File: src/hw/rtl/cdes_pkg.sv
// Constants and the month table for the calendar date to epoch seconds converter.
// No dependencies.
`timescale 1ns / 1ps

package cdes_pkg;

    localparam int unsigned IN_W   = 48;
    localparam int unsigned OUT_W  = 32;

    localparam logic [15:0] EPOCH_YEAR    = 16'd1970;
    // leap years in 1..1969
    localparam logic [31:0] LEAPS_PRE     = 32'd477;
    localparam logic [31:0] SECS_PER_DAY  = 32'd86400;
    localparam logic [16:0] SECS_PER_HOUR = 17'd3600;
    localparam logic [16:0] SECS_PER_MIN  = 17'd60;
    localparam logic [24:0] DAYS_PER_YEAR = 25'd365;
    // ceil(2^17 / 25); exact quotient for 14-bit dividends
    localparam logic [26:0] RECIP_25      = 27'd5243;
    localparam int unsigned RECIP_SHIFT   = 17;

    // days before the first of the (clamped) month
    function automatic logic [8:0] cum_days(input logic [3:0] month);
        logic [8:0] d;
        unique case (month)
            4'd0, 4'd1: d = 9'd0;
            4'd2:       d = 9'd31;
            4'd3:       d = 9'd59;
            4'd4:       d = 9'd90;
            4'd5:       d = 9'd120;
            4'd6:       d = 9'd151;
            4'd7:       d = 9'd181;
            4'd8:       d = 9'd212;
            4'd9:       d = 9'd243;
            4'd10:      d = 9'd273;
            4'd11:      d = 9'd304;
            default:    d = 9'd334;
        endcase
        return d;
    endfunction

endpackage

File: src/hw/rtl/calendar_date_to_epoch_seconds_top.sv
// Calendar date to epoch seconds converter, five-stage pipeline.
// Depends on cdes_pkg.
`timescale 1ns / 1ps

// Usage:
//   The slave channel takes one date per item; the master channel returns
//   the matching seconds since 1970-01-01 00:00:00, modulo 2^32, in order.
//   Years before 1970 return zero.
//   An accepted item passes through stages 1 to 5 in order; one item is
//   accepted every cycle while the receiver keeps up.
//   Stage 1 forms the reciprocal products for the /100 and /400 terms,
//   stage 2 the leap count and leap flag, stage 3 the day sum, stage 4 the
//   day-to-seconds product, stage 5 adds the time of day into the output
//   register.
//   A stall on the master side holds the output register; upstream stages
//   keep advancing into empty slots, and s_axis_tready drops only once
//   every stage holds an item. No item is lost or repeated.
//   Reset (i_rst_n low, synchronous) empties the pipeline; payload is not
//   cleared.
module calendar_date_to_epoch_seconds_top (
    input  logic                       i_clk,
    input  logic                       i_rst_n,
    input  logic                       s_axis_tvalid,
    output logic                       s_axis_tready,
    // year[15:0], month[19:16], day[24:20], hour[29:25], minute[35:30],
    // second[41:36], zero[47:42]
    input  logic [cdes_pkg::IN_W-1:0]  s_axis_tdata,
    output logic                       m_axis_tvalid,
    input  logic                       m_axis_tready,
    // epoch_seconds[31:0]
    output logic [cdes_pkg::OUT_W-1:0] m_axis_tdata
);
    import cdes_pkg::*;

    logic [15:0] year;
    logic [3:0]  month;
    logic [4:0]  day;
    logic [4:0]  hour;
    logic [5:0]  minute;
    logic [5:0]  second;
    logic [15:0] year_m1;

    logic en1, en2, en3, en4, en5;

    // stage 1
    logic        r_v1;
    logic [26:0] r_s1_pn;
    logic [26:0] r_s1_py;
    logic [13:0] r_s1_m4n;
    logic [13:0] r_s1_m4y;
    logic        r_s1_ylo;
    logic [15:0] r_s1_yoff;
    logic        r_s1_pre;
    logic [8:0]  r_s1_cum;
    logic        r_s1_late;
    logic [4:0]  r_s1_day;
    logic [16:0] r_s1_tod;

    // stage 2
    logic [9:0]  qn;
    logic [9:0]  qy;
    logic [13:0] qy25;
    logic        y100;
    logic        leap;
    logic        r_v2;
    logic [13:0] r_s2_leaps;
    logic        r_s2_leapadd;
    logic [24:0] r_s2_d365;
    logic        r_s2_pre;
    logic [8:0]  r_s2_cum;
    logic [4:0]  r_s2_day;
    logic [16:0] r_s2_tod;

    // stage 3
    logic        r_v3;
    logic [31:0] r_s3_days;
    logic        r_s3_pre;
    logic [16:0] r_s3_tod;

    // stage 4
    logic        r_v4;
    logic [31:0] r_s4_dsec;
    logic        r_s4_pre;
    logic [16:0] r_s4_tod;

    // stage 5 (output)
    logic        r_v5;
    logic [31:0] r_s5_secs;

    assign year    = s_axis_tdata[15:0];
    assign month   = s_axis_tdata[19:16];
    assign day     = s_axis_tdata[24:20];
    assign hour    = s_axis_tdata[29:25];
    assign minute  = s_axis_tdata[35:30];
    assign second  = s_axis_tdata[41:36];
    assign year_m1 = year - 16'd1;

    assign en5 = !r_v5 || m_axis_tready;
    assign en4 = !r_v4 || en5;
    assign en3 = !r_v3 || en4;
    assign en2 = !r_v2 || en3;
    assign en1 = !r_v1 || en2;

    assign s_axis_tready = en1;
    assign m_axis_tvalid = r_v5;
    assign m_axis_tdata  = r_s5_secs;

    always_ff @(posedge i_clk) begin
        if (!i_rst_n) begin
            r_v1 <= 1'b0;
            r_v2 <= 1'b0;
            r_v3 <= 1'b0;
            r_v4 <= 1'b0;
            r_v5 <= 1'b0;
        end else begin
            if (en1) r_v1 <= s_axis_tvalid;
            if (en2) r_v2 <= r_v1;
            if (en3) r_v3 <= r_v2;
            if (en4) r_v4 <= r_v3;
            if (en5) r_v5 <= r_v4;
        end
    end

    // stage 1: reciprocal products, month lookup, time of day
    always_ff @(posedge i_clk) begin
        if (en1) begin
            r_s1_pn   <= 27'(year_m1[15:2]) * RECIP_25;
            r_s1_py   <= 27'(year[15:2]) * RECIP_25;
            r_s1_m4n  <= year_m1[15:2];
            r_s1_m4y  <= year[15:2];
            r_s1_ylo  <= (year[1:0] == 2'd0);
            r_s1_yoff <= year - EPOCH_YEAR;
            r_s1_pre  <= (year < EPOCH_YEAR);
            r_s1_cum  <= cum_days(month);
            r_s1_late <= (month > 4'd2);
            r_s1_day  <= day;
            r_s1_tod  <= 17'(hour) * SECS_PER_HOUR + 17'(minute) * SECS_PER_MIN
                         + 17'(second);
        end
    end

    // stage 2: leap count through year - 1, leap flag of year, whole-year days
    assign qn   = r_s1_pn[RECIP_SHIFT+9:RECIP_SHIFT];
    assign qy   = r_s1_py[RECIP_SHIFT+9:RECIP_SHIFT];
    assign qy25 = 14'(qy) * 14'd25;
    assign y100 = r_s1_ylo && (r_s1_m4y == qy25);
    assign leap = (r_s1_ylo && !y100) || (y100 && (qy[1:0] == 2'd0));

    always_ff @(posedge i_clk) begin
        if (en2) begin
            r_s2_leaps   <= r_s1_m4n - 14'(qn) + 14'(qn[9:2]);
            r_s2_leapadd <= leap && r_s1_late;
            r_s2_d365    <= 25'(r_s1_yoff) * DAYS_PER_YEAR;
            r_s2_pre     <= r_s1_pre;
            r_s2_cum     <= r_s1_cum;
            r_s2_day     <= r_s1_day;
            r_s2_tod     <= r_s1_tod;
        end
    end

    // stage 3: day count
    always_ff @(posedge i_clk) begin
        if (en3) begin
            r_s3_days <= 32'(r_s2_d365) + 32'(r_s2_leaps) - LEAPS_PRE
                         + 32'(r_s2_cum) + 32'(r_s2_leapadd)
                         + 32'(r_s2_day) - 32'd1;
            r_s3_pre  <= r_s2_pre;
            r_s3_tod  <= r_s2_tod;
        end
    end

    // stage 4: scale days to seconds
    always_ff @(posedge i_clk) begin
        if (en4) begin
            r_s4_dsec <= r_s3_days * SECS_PER_DAY;
            r_s4_pre  <= r_s3_pre;
            r_s4_tod  <= r_s3_tod;
        end
    end

    // stage 5: add time of day, zero before epoch
    always_ff @(posedge i_clk) begin
        if (en5) begin
            r_s5_secs <= r_s4_pre ? 32'd0 : r_s4_dsec + 32'(r_s4_tod);
        end
    end

endmodule
File: config.mk
export PLATFORM = sky130hd
export DESIGN_NAME = calendar_date_to_epoch_seconds_top
export DESIGN_NICKNAME = d
export VERILOG_FILES = /design/src/hw/rtl/cdes_pkg.sv /design/src/hw/rtl/calendar_date_to_epoch_seconds_top.sv
export SDC_FILE = /design/constraint.sdc
export NUM_CORES = 1
export LEC_CHECK = 0
export BUFFER_PORTS_ARGS = -buffer_cell sky130_fd_sc_hd__buf_4
export CAP_MARGIN = 20
export CORE_UTILIZATION = 30
export DETAILED_ROUTE_END_ITERATION = 8
export PLACE_DENSITY = 0.5
export SLEW_MARGIN = 20
export SYNTH_ARGS = -nofsm -noshare
export SYNTH_HDL_FRONTEND = slang
export SYNTH_SLANG_ARGS = --single-unit
File: constraint.sdc
create_clock -name i_clk -period 20.9 [get_ports i_clk]
set_clock_uncertainty 0.05 [all_clocks]
set_input_delay 2.09 -clock i_clk [delete_from_list [all_inputs] [get_ports i_clk]]
set_output_delay 2.09 -clock i_clk [all_outputs]
set_load 0.02 [all_outputs]
=== After elaboration in Yosys (flattened, before gate mapping) ===
Memories as Yosys holds them, arrays and structs flattened. A register that Yosys moved wholly into a read port is not among the register bits.
Cells that the tools add are included.

* Memories: 1
* Register bits after elaboration: 325
* Memory bits (read-only): 144
* Word-level logic and storage cells: 71

* Equal/unequal tests: 1
* Reductions and logical operators: 18
* $lt $le $gt $ge: 2
* Add/subtract/negate cells: 13
* Multiply operators: 7

{| class="wikitable"
|+ Memory list
! name !! depth !! bits a word !! read ports !! clocked after memory_dff !! write ports !! line !! RTL
|-
| (name not given) || 16 || 9 || 1 || 1 || 0 || cdes_pkg.sv:24 || <nowiki>unique case (month)</nowiki>
|}

{| class="wikitable"
|+ Operators with widths
! cell !! count
|-
| multiplier 14 x 13 -> 27 bit, second input constant || 2
|-
| adder 32 x 17 -> 32 bit || 1
|-
| multiplier 32 x 10 -> 25 bit, second input constant || 1
|-
| subtractor 30 x 2 -> 31 bit, second input constant || 1
|-
| adder 29 x 6 -> 30 bit || 1
|-
| adder 28 x 2 -> 29 bit || 1
|-
| adder 27 x 10 -> 28 bit || 1
|-
| subtractor 26 x 9 -> 27 bit, second input constant || 1
|-
| adder 25 x 14 -> 26 bit || 1
|-
| multiplier 16 x 9 -> 25 bit, second input constant || 1
|-
| adder 17 x 12 -> 17 bit || 1
|-
| adder 17 x 6 -> 17 bit || 1
|-
| less-than comparator 16 x 11 -> 1 bit, second input constant || 1
|-
| subtractor 16 x 1 -> 16 bit, second input constant || 1
|-
| subtractor 16 x 11 -> 16 bit, second input constant || 1
|-
| adder 14 x 8 -> 14 bit || 1
|-
| equality test 14 bit || 1
|-
| multiplier 10 x 5 -> 14 bit, second input constant || 1
|-
| subtractor 14 x 10 -> 14 bit || 1
|-
| multiplier 5 x 8 -> 13 bit, second input constant || 1
|-
| multiplier 6 x 4 -> 10 bit, second input constant || 1
|-
| zero test 1 bit || 6
|-
| logical OR 1 bit || 6
|-
| > comparator 4 x 2 -> 1 bit, second input constant || 1
|-
| other kinds (2) || 6
|}

=== Longest topological paths before layout ===
Gate-level depths: netlist (run 1).

* Depth in word-level cells: 7
* Mapped depth: 29
* Mapped depth without buffers: 29

=== Worst setup path after synthesis (run 1) ===
No wires, ideal clock.

* Path kind: in2reg
* Start point: in s_axis_tdata[2] in the netlist's numbering
* End point: reg r_s1_pn[26] (data pin)
* Stages on the path: 27
* Setup slack: 12.260 ns
* Required time: 20.590 ns
* Arrival: 8.330 ns
* Cell sequence: inv_1 ha_1 nand2b_1 nand2_1 nand3_1 a21boi_1 nand2_1 a21boi_0 o21ai_0 xnor2_1 ha_1 ha_1 fa_1 fa_1 inv_1 fa_1 inv_1 ha_1 a21o_1 a21o_1 a21oi_1 o221ai_2 o41ai_4 o21ai_2 or4_1 a31oi_1 xnor2_1

* Word-level cells in the longest chain between the ends: 2

{| class="wikitable"
|+ Ends and longest elaborated chain
! element !! line !! RTL
|-
| start, declared || calendar_date_to_epoch_seconds_top.sv:27 || <nowiki>input logic [cdes_pkg::IN_W-1:0] s_axis_tdata,</nowiki>
|-
| subtractor 16 x 1 -> 16 bit || calendar_date_to_epoch_seconds_top.sv:96 || <nowiki>assign year_m1 = year - 16'd1;</nowiki>
|-
| via year_m1[15] || calendar_date_to_epoch_seconds_top.sv:41 || <nowiki>logic [15:0] year_m1;</nowiki>
|-
| multiplier 14 x 13 -> 27 bit || calendar_date_to_epoch_seconds_top.sv:127 || <nowiki>r_s1_pn <= 27'(year_m1[15:2]) * RECIP_25;</nowiki>
|-
| end signal, assigned || calendar_date_to_epoch_seconds_top.sv:127 ||
|-
| end, declared || calendar_date_to_epoch_seconds_top.sv:47 || <nowiki>logic [26:0] r_s1_pn;</nowiki>
|}

The timed path passes the listed nets, and every way through them passes these cells.
A chain may end at the register's enable or synchronous reset.

=== Worst setup path in the final report (run 1) ===
* Start point: in s_axis_tdata[3] in the netlist's numbering
* End point: reg r_s1_pn[26] (data pin)

The elaborated chain is that of the path after synthesis.

==> impl_metrics.yaml, run 1 <==
sta:
  fin_hold_ws_ps: 353
  rsz0062_at_grt: "false"
  period_needed_ps: 9130
  max_freq_ghz: 0.109
  hold_viol_final: 0
  tightest_slew_ps: 1040
  max_slew_margin_pct: 30.0
  setup_viol: 0
  period_share_pct: 43.7
  slew_violations: 0
  tns_ps: 0
global_routing:
  grt_pass1_wl_um: 92200
  grt_pass1_vias: 18400
  grt_usage_pct: 11.6
  gr-total-overflow: 0
  antenna_found_initial: 0
  grt_max_degree: 73
synthesis:
  yosysTopAreaCell: "edfxtp_1"
  netlist_area_um2: 29400
  async_flop_share_pct: 0
  synth_fp_nets: 3579
  ys_seq_area_share_pct: 29.7
  ys_ff_latch: 293
  ys_top_cells_by_count: "inv_1, ha_1, edfxtp_1"
  ys.warnings.count: 0
  yosysMostFrequentCell: "inv_1"
  synth.top_cell.area_share_pct: 29.4
  synth_cell_types: 67
  netlist_instances: 2722
  avgSynthCellArea_um2: 10.8
  ys.flop_type: "edfxtp_1"
  synth_area_leaders: "edfxtp_1, ha_1, fa_1"
  synth-edff-count: 288
finish:
  nNetsFinal: 3696
  synthToLayoutAreaGrowth_pct: 12.1
  multi_input_area_um2: 18100
  finalInstanceArea_um2: 33000
  num-fill-cells: 9934
  diodes: 0
  final_cells: 4142
  drive_gt1_share_pct: 6.45
  seq_area_um2: 8750
cts:
  post-cts-setup-buffers: 0
  post_cts_resized: 0
  clock_latency_ps: 550
  cts_root_buffer: "clkbuf_16"
  cts_tree: "done"
  holdBufCountCts: 0
  cts_max_level: 2
  cts_buffers: 35
  clk_pin_slew_worst_paths_ps: 60
  cts_buffer_depth: 3
  numClockSinks: 293
place:
  port_buffers: 79
  place_hpwl_um: 45900
  gp_congestion: 0.805
  place_area_um2: 31700
  place_inst: 4077
outcome:
  status: "complete, but fails checks"
  violations: "design-rule violations"
routing:
  first_pass_iters: 6
  ant_nets: 0
  post_drt_wl_per_cell_um: 13.2
  vias: 17700
  vias_per_cell: 4.27
  drt-initial-drc-count: 546
  finalWirelength_um: 54700
  drc: 5
job:
  maxCapViolCount: 0
critical_path:
  cp-start-kind: "input port"
  crit_path_max_fanout: 8
  critPathRequiredTime_ps: 21140
  crit_path_end_kind: "register"
  cp.arrival_ps: 9380
  worst-setup-path-type: "in -> reg"
floorplan:
  dieHeight_um: 315
  die_area_um2: 99400
  die_x_um: 315
  initial_core_util_pct: 30.3
  boundaryPins: 86
  core.rowCount: 114
  coreArea_um2: 97000
worst_hold_path:
  hold_class: "reg -> reg"
-- layout make-up --
type	instances	area share, %
multi-input cells	1745	55.0
inverters	672	7.65
well taps	1276	4.84
clock buffers	41	2.84
clock inverters	23	1.04
repair buffers	92	2.13
flip-flops and latches	293	26.5
-- cells by family after synthesis --
kind of cell,share of synthesized area (%)
flops,29.7
simple gates,5.56
mux,0.744
buf+inv,8.72
compound gates,8.46
xor+xnor,6.02
fa+ha+maj,40.8
-- worst max-delay path: stages --
cell,delay (ps)
buf_4,170
inv_1,190
ha_1,240
o21ai_1,110
nand3_1,140
a21boi_1,240
o21ai_0,160
xnor2_1,830
inv_1,320
xnor2_1,210
ha_1,280
ha_1,300
fa_1,470
fa_1,550
inv_1,60
fa_1,540
inv_1,40
ha_1,290
a21o_1,180
a21o_1,170
a21oi_1,320
o221ai_2,210
o41ai_4,350
o21ai_2,150
or4_1,440
a31oi_1,210
xnor2_1,80
-- final timing paths --
path / startpoint / to / depth (start not counted) / slack (ps)
setup / recovery: s_axis_tdata[3] / r_s1_pn[26]$_DFFE_PP_ / 27 / 11770
hold / removal: r_s3_tod[7]$_DFFE_PP_ / r_s4_tod[7]$_DFFE_PP_ / 0 / 350
setup reg to reg: r_s2_d365[1]$_DFFE_PP_ / r_s3_days[24]$_DFFE_PP_ / 23 / 15350
hold reg to reg: r_s3_tod[7]$_DFFE_PP_ / r_s4_tod[7]$_DFFE_PP_ / 0 / 350
-- per-layer routing --
metal	GRT usage (%)	up-vias	part of all wire, %
met5	0	-	0
met4	3.01	0	2.2
met3	1.47	54	2.1
met2	20.6	141	49
met1	14.6	8263	46
li1	-	9216	-
-- through the flow --
| stage | util (%) | worst slack [ps] |
|---|---|---|
| 2_1_floorplan | - | 12260 |
| 3_3_place_gp | 32.7 | 11020 |
| 3_5_place_dp | 32.7 | 11090 |
| 4_1_cts | 34.0 | 11650 |
| 5_1_grt | 34.0 | 11250 |
| 6_report | 34.0 | 11770 |
-- sequential cells by signal, indices dropped and copies added, names as in the netlist, 5 cells and up --
register / flops
r_s2_cum: 9
r_s2_d365: 25
r_s1_day: 5
r_s1_cum: 9
r_s2_leaps: 14
r_s1_py: 11
r_s4_dsec: 25
r_s3_tod: 17
r_s1_m4y: 13
r_s2_tod: 17
r_s4_tod: 17
r_s1_yoff: 16
r_s1_m4n: 13
m_axis_tdata: 32
r_s3_days: 25
r_s1_tod: 17
r_s2_day: 5
r_s1_pn: 11
-- placed cells by master (no fill, tap or decap), types with 10 or more instances in the layout --
| master | count |
|---|---|
| clkbuf_16 | 35 |
| a21boi_0 | 10 |
| nor3_1 | 28 |
| xor2_1 | 37 |
| buf_4 | 91 |
| a211oi_1 | 12 |
| nand2_1 | 70 |
| nor2b_1 | 42 |
| inv_1 | 670 |
| edfxtp_1 | 288 |
| o21bai_1 | 26 |
| mux2_2 | 15 |
| nand2b_1 | 14 |
| o21ai_1 | 13 |
| nor2_1 | 104 |
| o211ai_1 | 10 |
| o21ai_0 | 68 |
| a31oi_1 | 10 |
| o21a_1 | 19 |
| ha_1 | 548 |
| and3_1 | 11 |
| a21o_1 | 49 |
| nand3_1 | 31 |
| a21oi_1 | 110 |
| xnor2_1 | 161 |
| fa_1 | 257 |
Power of run 1 is not shown: default switching activity piles up to over one toggle a cycle in this logic, so the estimate is an artifact.
==> run 2, diff against run 1 <==
Settings changed: PLACE_DENSITY 0.5 to 0.52.
Clock period 20.9 ns to 7.4 ns, I/O delays scaled along.
==> run 2 against run 1 <==
The flow still finishes with violations (design-rule violations). Non-clock buffer count up 28. Register-to-register slack lost 14000 ps. Sequential share of layout area decreased by 0.17 points. Critical path depth grew 1.
==> impl_metrics.yaml, run 2 (synthesis results as in run 1) <==
cts:
  post_cts_resized: 0
  cts_max_level: 2
  cts_root_buffer: "clkbuf_16"
  holdBufCountCts: 0
  cts_tree: "done"
  post-cts-setup-buffers: 0
  cts_buffers: 38
  clock_latency_ps: 560
  numClockSinks: 293
  cts_buffer_depth: 3
  clk_pin_slew_worst_paths_ps: 60
routing:
  ant_nets: 0
  finalWirelength_um: 55900
  vias: 17900
  post_drt_wl_per_cell_um: 13.4
  first_pass_iters: 7
  drc: 5
  vias_per_cell: 4.28
  drt-initial-drc-count: 550
place:
  port_buffers: 79
  place_hpwl_um: 47100
  gp_congestion: 0.835
global_routing:
  grt_usage_pct: 11.8
  grt_pass1_wl_um: 94500
  gr-total-overflow: 0
  antenna_found_initial: 1
  grt_pass1_vias: 18700
  grt_max_degree: 65
sta:
  tightest_slew_ps: 921
  max_slew_margin_pct: 38.6
  slew_violations: 0
  setup_viol: 0
  period_needed_ps: 6820
  hold_viol_final: 0
  max_freq_ghz: 0.147
  rsz0062_at_grt: "false"
  fin_hold_ws_ps: 300
  tns_ps: 0
  period_share_pct: 92.1
finish:
  num-fill-cells: 9879
  drive_gt1_share_pct: 7.31
  multi_input_area_um2: 18100
  synthToLayoutAreaGrowth_pct: 12.8
  final_common_cell: "inv_1"
  largest_register_ffs: 32
  nNetsFinal: 3727
  seq_area_um2: 8750
  final_cell_mix: "inv_1, ha_1, edfxtp_1"
  diodes: 0
floorplan:
  coreArea_um2: 97000
  die_x_um: 315
  core.rowCount: 114
  boundaryPins: 86
  initial_core_util_pct: 30.3
  dieHeight_um: 315
  die_area_um2: 99400
critical_path:
  critPathRequiredTime_ps: 7650
  worst-setup-path-type: "in -> reg"
  crit_path_end_kind: "register"
  cp-start-kind: "input port"
  crit_path_max_fanout: 5
  cp.arrival_ps: 7070
outcome:
  violations: "design-rule violations"
  status: "complete, but fails checks"
worst_hold_path:
  hold_class: "in -> reg"
job:
  maxCapViolCount: 0
[run 2: changes by cell type in the layout (fill, tap and decap cells not counted)]
cell,previous run,this run
clkinv_8,1,2
inv_8,0,1
clkbuf_1,2,8
bufinv_16,7,4
nand2_2,1,0
inv_6,3,0
nand2_4,1,2
clkinvlp_4,1,2
clkinv_2,4,2
buf_4,91,120
clkbuf_16,35,38
clkinv_4,2,3
buf_12,1,0
[run 2: layout make-up]
cell class | instances | share of cell area (%)
flip-flops and latches | 293 | 26.3
multi-input cells | 1745 | 54.6
well taps | 1276 | 4.81
clock inverters | 19 | 0.784
repair buffers | 120 | 2.71
inverters | 672 | 7.60
clock buffers | 50 | 3.12
[run 2: final timing paths]
path,start,endpoint,slack (ps),cells after the start
worst max-delay path,s_axis_tdata[2],r_s1_pn[26]$_DFFE_PP_,580,28
worst min-delay path,s_axis_tdata[37],r_s1_tod[1]$_DFFE_PP_,300,1
worst max register to register,r_s2_leaps[1]$_DFFE_PP_,r_s3_days[24]$_DFFE_PP_,1800,23
worst min register to register,r_s1_day[0]$_DFFE_PP_,r_s2_day[0]$_DFFE_PP_,360,0
[run 2: routing by layer]
layer | wire length, um | up-vias | GRT usage, % | share of wire (%)
li1 | - | 9292 | - | -
met1 | 26300 | 8373 | 15.3 | 47
met2 | 27100 | 135 | 20.6 | 48
met3 | 1370 | 62 | 1.54 | 2.5
met4 | 1070 | 2 | 2.71 | 1.9
met5 | 13 | - | 0 | 0.023
[run 2: worst max-delay path: stages]
cell and delay (ps):
buf_4 110, inv_1 150, ha_1 200, nand2b_1 90
nand2_1 90, nand3_1 130, a21boi_1 200, nand2_1 130
a21boi_0 280, o21ai_0 140, xnor2_1 350, ha_1 310
ha_1 340, fa_1 500, fa_1 500, inv_1 60
fa_1 530, inv_1 40, ha_1 290, a21o_1 180
a21o_1 170, a21oi_1 210, o221ai_2 160, o41ai_4 310
o21ai_2 120, or4_1 440, a31oi_1 220, xnor2_1 80
[run 2: per-stage QoR]
step	utilization, %	cells	area, um^2	setup WS, ps
3_3_place_gp	32.9	4106	31900	47.8
6_report	34.2	4175	33200	585
4_1_cts	34.2	4175	33200	590
3_5_place_dp	32.9	4106	31900	17.7
2_1_floorplan	-	2722	29400	110
5_1_grt	34.2	4175	33200	182
Power of run 2 is left out for the same reason.
==> run 3, diff against run 2 <==
==> constraint.sdc (replaced) <==
create_clock -name i_clk -period 7.4 [get_ports i_clk]
set_clock_uncertainty 0.05 [all_clocks]
set_input_delay 1.48 -clock i_clk [delete_from_list [all_inputs] [get_ports i_clk]]
set_output_delay 1.48 -clock i_clk [all_outputs]
set_load 0.02 [all_outputs]
==> run 3 against run 2 <==
The run still ends with design-rule violations left. Global-route usage barely moved. Flip-flop and latch count stayed put. Critical endpoint unchanged. Cell count rose by 1.9%. Die area did not move. Sequential share of layout area fell by 0.84 points. Critical path type unchanged. Non-clock buffer count up 81. Via count up 1.1%. Worst setup slack got worse by 340 ps.
==> impl_metrics.yaml, run 3 (synthesis results as in run 1) <==
sta:
  max_slew_margin_pct: 37.2
  max_freq_ghz: 0.140
  final.setup.worst_slack_ps: 250
  period_share_pct: 96.6
  slew_violations: 0
  hold_viol_final: 0
  period_needed_ps: 7150
  setup_viol: 0
  tightest_slew_ps: 942
critical_path:
  cp.arrival_ps: 7400
  crit_path_end_kind: "register"
  cp_slowest_cell: "fa_1"
  slowest_delay_ps: 530
  critPathRequiredTime_ps: 7650
  crit_top_cell: "inv_1"
  worst-setup-path-type: "in -> reg"
  cp-start-kind: "input port"
  crit_path_max_fanout: 5
cts:
  cts_buffers: 36
  holdBufCountCts: 0
  cts_max_level: 2
  clock_latency_ps: 570
  cts_root_buffer: "clkbuf_16"
  clk_pin_slew_worst_paths_ps: 60
  cts_tree: "done"
  cts_buffer_depth: 3
  numClockSinks: 293
routing:
  ant_nets: 0
  drt-initial-drc-count: 537
  post_drt_wl_per_cell_um: 13.2
  finalWirelength_um: 56300
  drc: 4
  first_pass_iters: 7
  vias_per_cell: 4.25
  vias: 18100
finish:
  largest_register_ffs: 32
  final_cell_mix: "inv_1, ha_1, edfxtp_1"
  final_common_cell: "inv_1"
  nNetsFinal: 3806
  diodes: 0
  drive_gt1_share_pct: 12.3
  synthToLayoutAreaGrowth_pct: 16.5
global_routing:
  grt_pass1_vias: 18600
  grt_max_degree: 65
  gr-total-overflow: 0
  grt_usage_pct: 11.7
  grt_pass1_wl_um: 93700
  antenna_found_initial: 1
place:
  gp_congestion: 0.812
  place_ws_ps: -431
  port_buffers: 79
  place_hpwl_um: 47800
outcome:
  violations: "design-rule violations"
  status: "complete, but fails checks"
job:
  maxCapViolCount: 0
floorplan:
  dieHeight_um: 315
  initial_core_util_pct: 30.3
  coreArea_um2: 97000
  die_x_um: 315
  core.rowCount: 114
  die_area_um2: 99400
  boundaryPins: 86
worst_hold_path:
  hold_class: "reg -> reg"
==> run 3: path summary, 6_finish.rpt <==
| check | start | end | slack (ps) | cells after the start |
|---|---|---|---|---|
| max | s_axis_tdata[2] | r_s1_pn[26]$_DFFE_PP_ | 250 | 32 |
| max reg2reg | r_s2_leaps[1]$_DFFE_PP_ | r_s3_days[24]$_DFFE_PP_ | 1730 | 23 |
| min | r_s3_tod[9]$_DFFE_PP_ | r_s4_tod[9]$_DFFE_PP_ | 340 | 0 |
| min reg2reg | r_s3_tod[9]$_DFFE_PP_ | r_s4_tod[9]$_DFFE_PP_ | 340 | 0 |
==> run 3: metal layers <==
layer,wire length (um),share of wire (%),GRT usage [%]
met3,1240,2.2,1.43
met1,25900,46,14.8
met2,28200,50,21.3
met5,12,0.021,0
met4,984,1.7,2.63
==> run 3: critical path, delay by kind of cell <==
| family | cells | cell delay [ps] |
|---|---|---|
| buf+inv | 9 | 850 |
| fa+ha+maj | 7 | 2330 |
| compound gates | 8 | 1560 |
| xor+xnor | 3 | 420 |
| simple gates | 5 | 760 |
==> run 3: through the flow <==
stage	utilization [%]	std cells	hold WS, ps	setup TNS [ps]	cell area (um^2)
after CTS	35.1	4242	334	0	34000
after global routing	35.4	4253	342	-18.1	34300
after global placement	33.8	4176	351	-929	32800
after floorplan	-	2722	350	-37.1	29800
after detailed placement	33.8	4176	355	-1010	32800
final	35.4	4253	341	0	34300
==> run 3: area by class of cell <==
type / instances / area, um^2
clock buffer: 43 / 937
clock inverter: 23 / 317
fill: 9845 / 62700
inverter: 672 / 2540
multi-input combinational: 1745 / 18600
sequential: 293 / 8750
tap: 1276 / 1600
timing repair buffer: 201 / 1540
==> run 3: what timing repair did <==
action | in CTS | in global routing
setup endpoints to repair | 0 | 2
resized for setup | 0 | 38
setup buffers | 0 | 11
Power of run 3 is left out for the same reason.
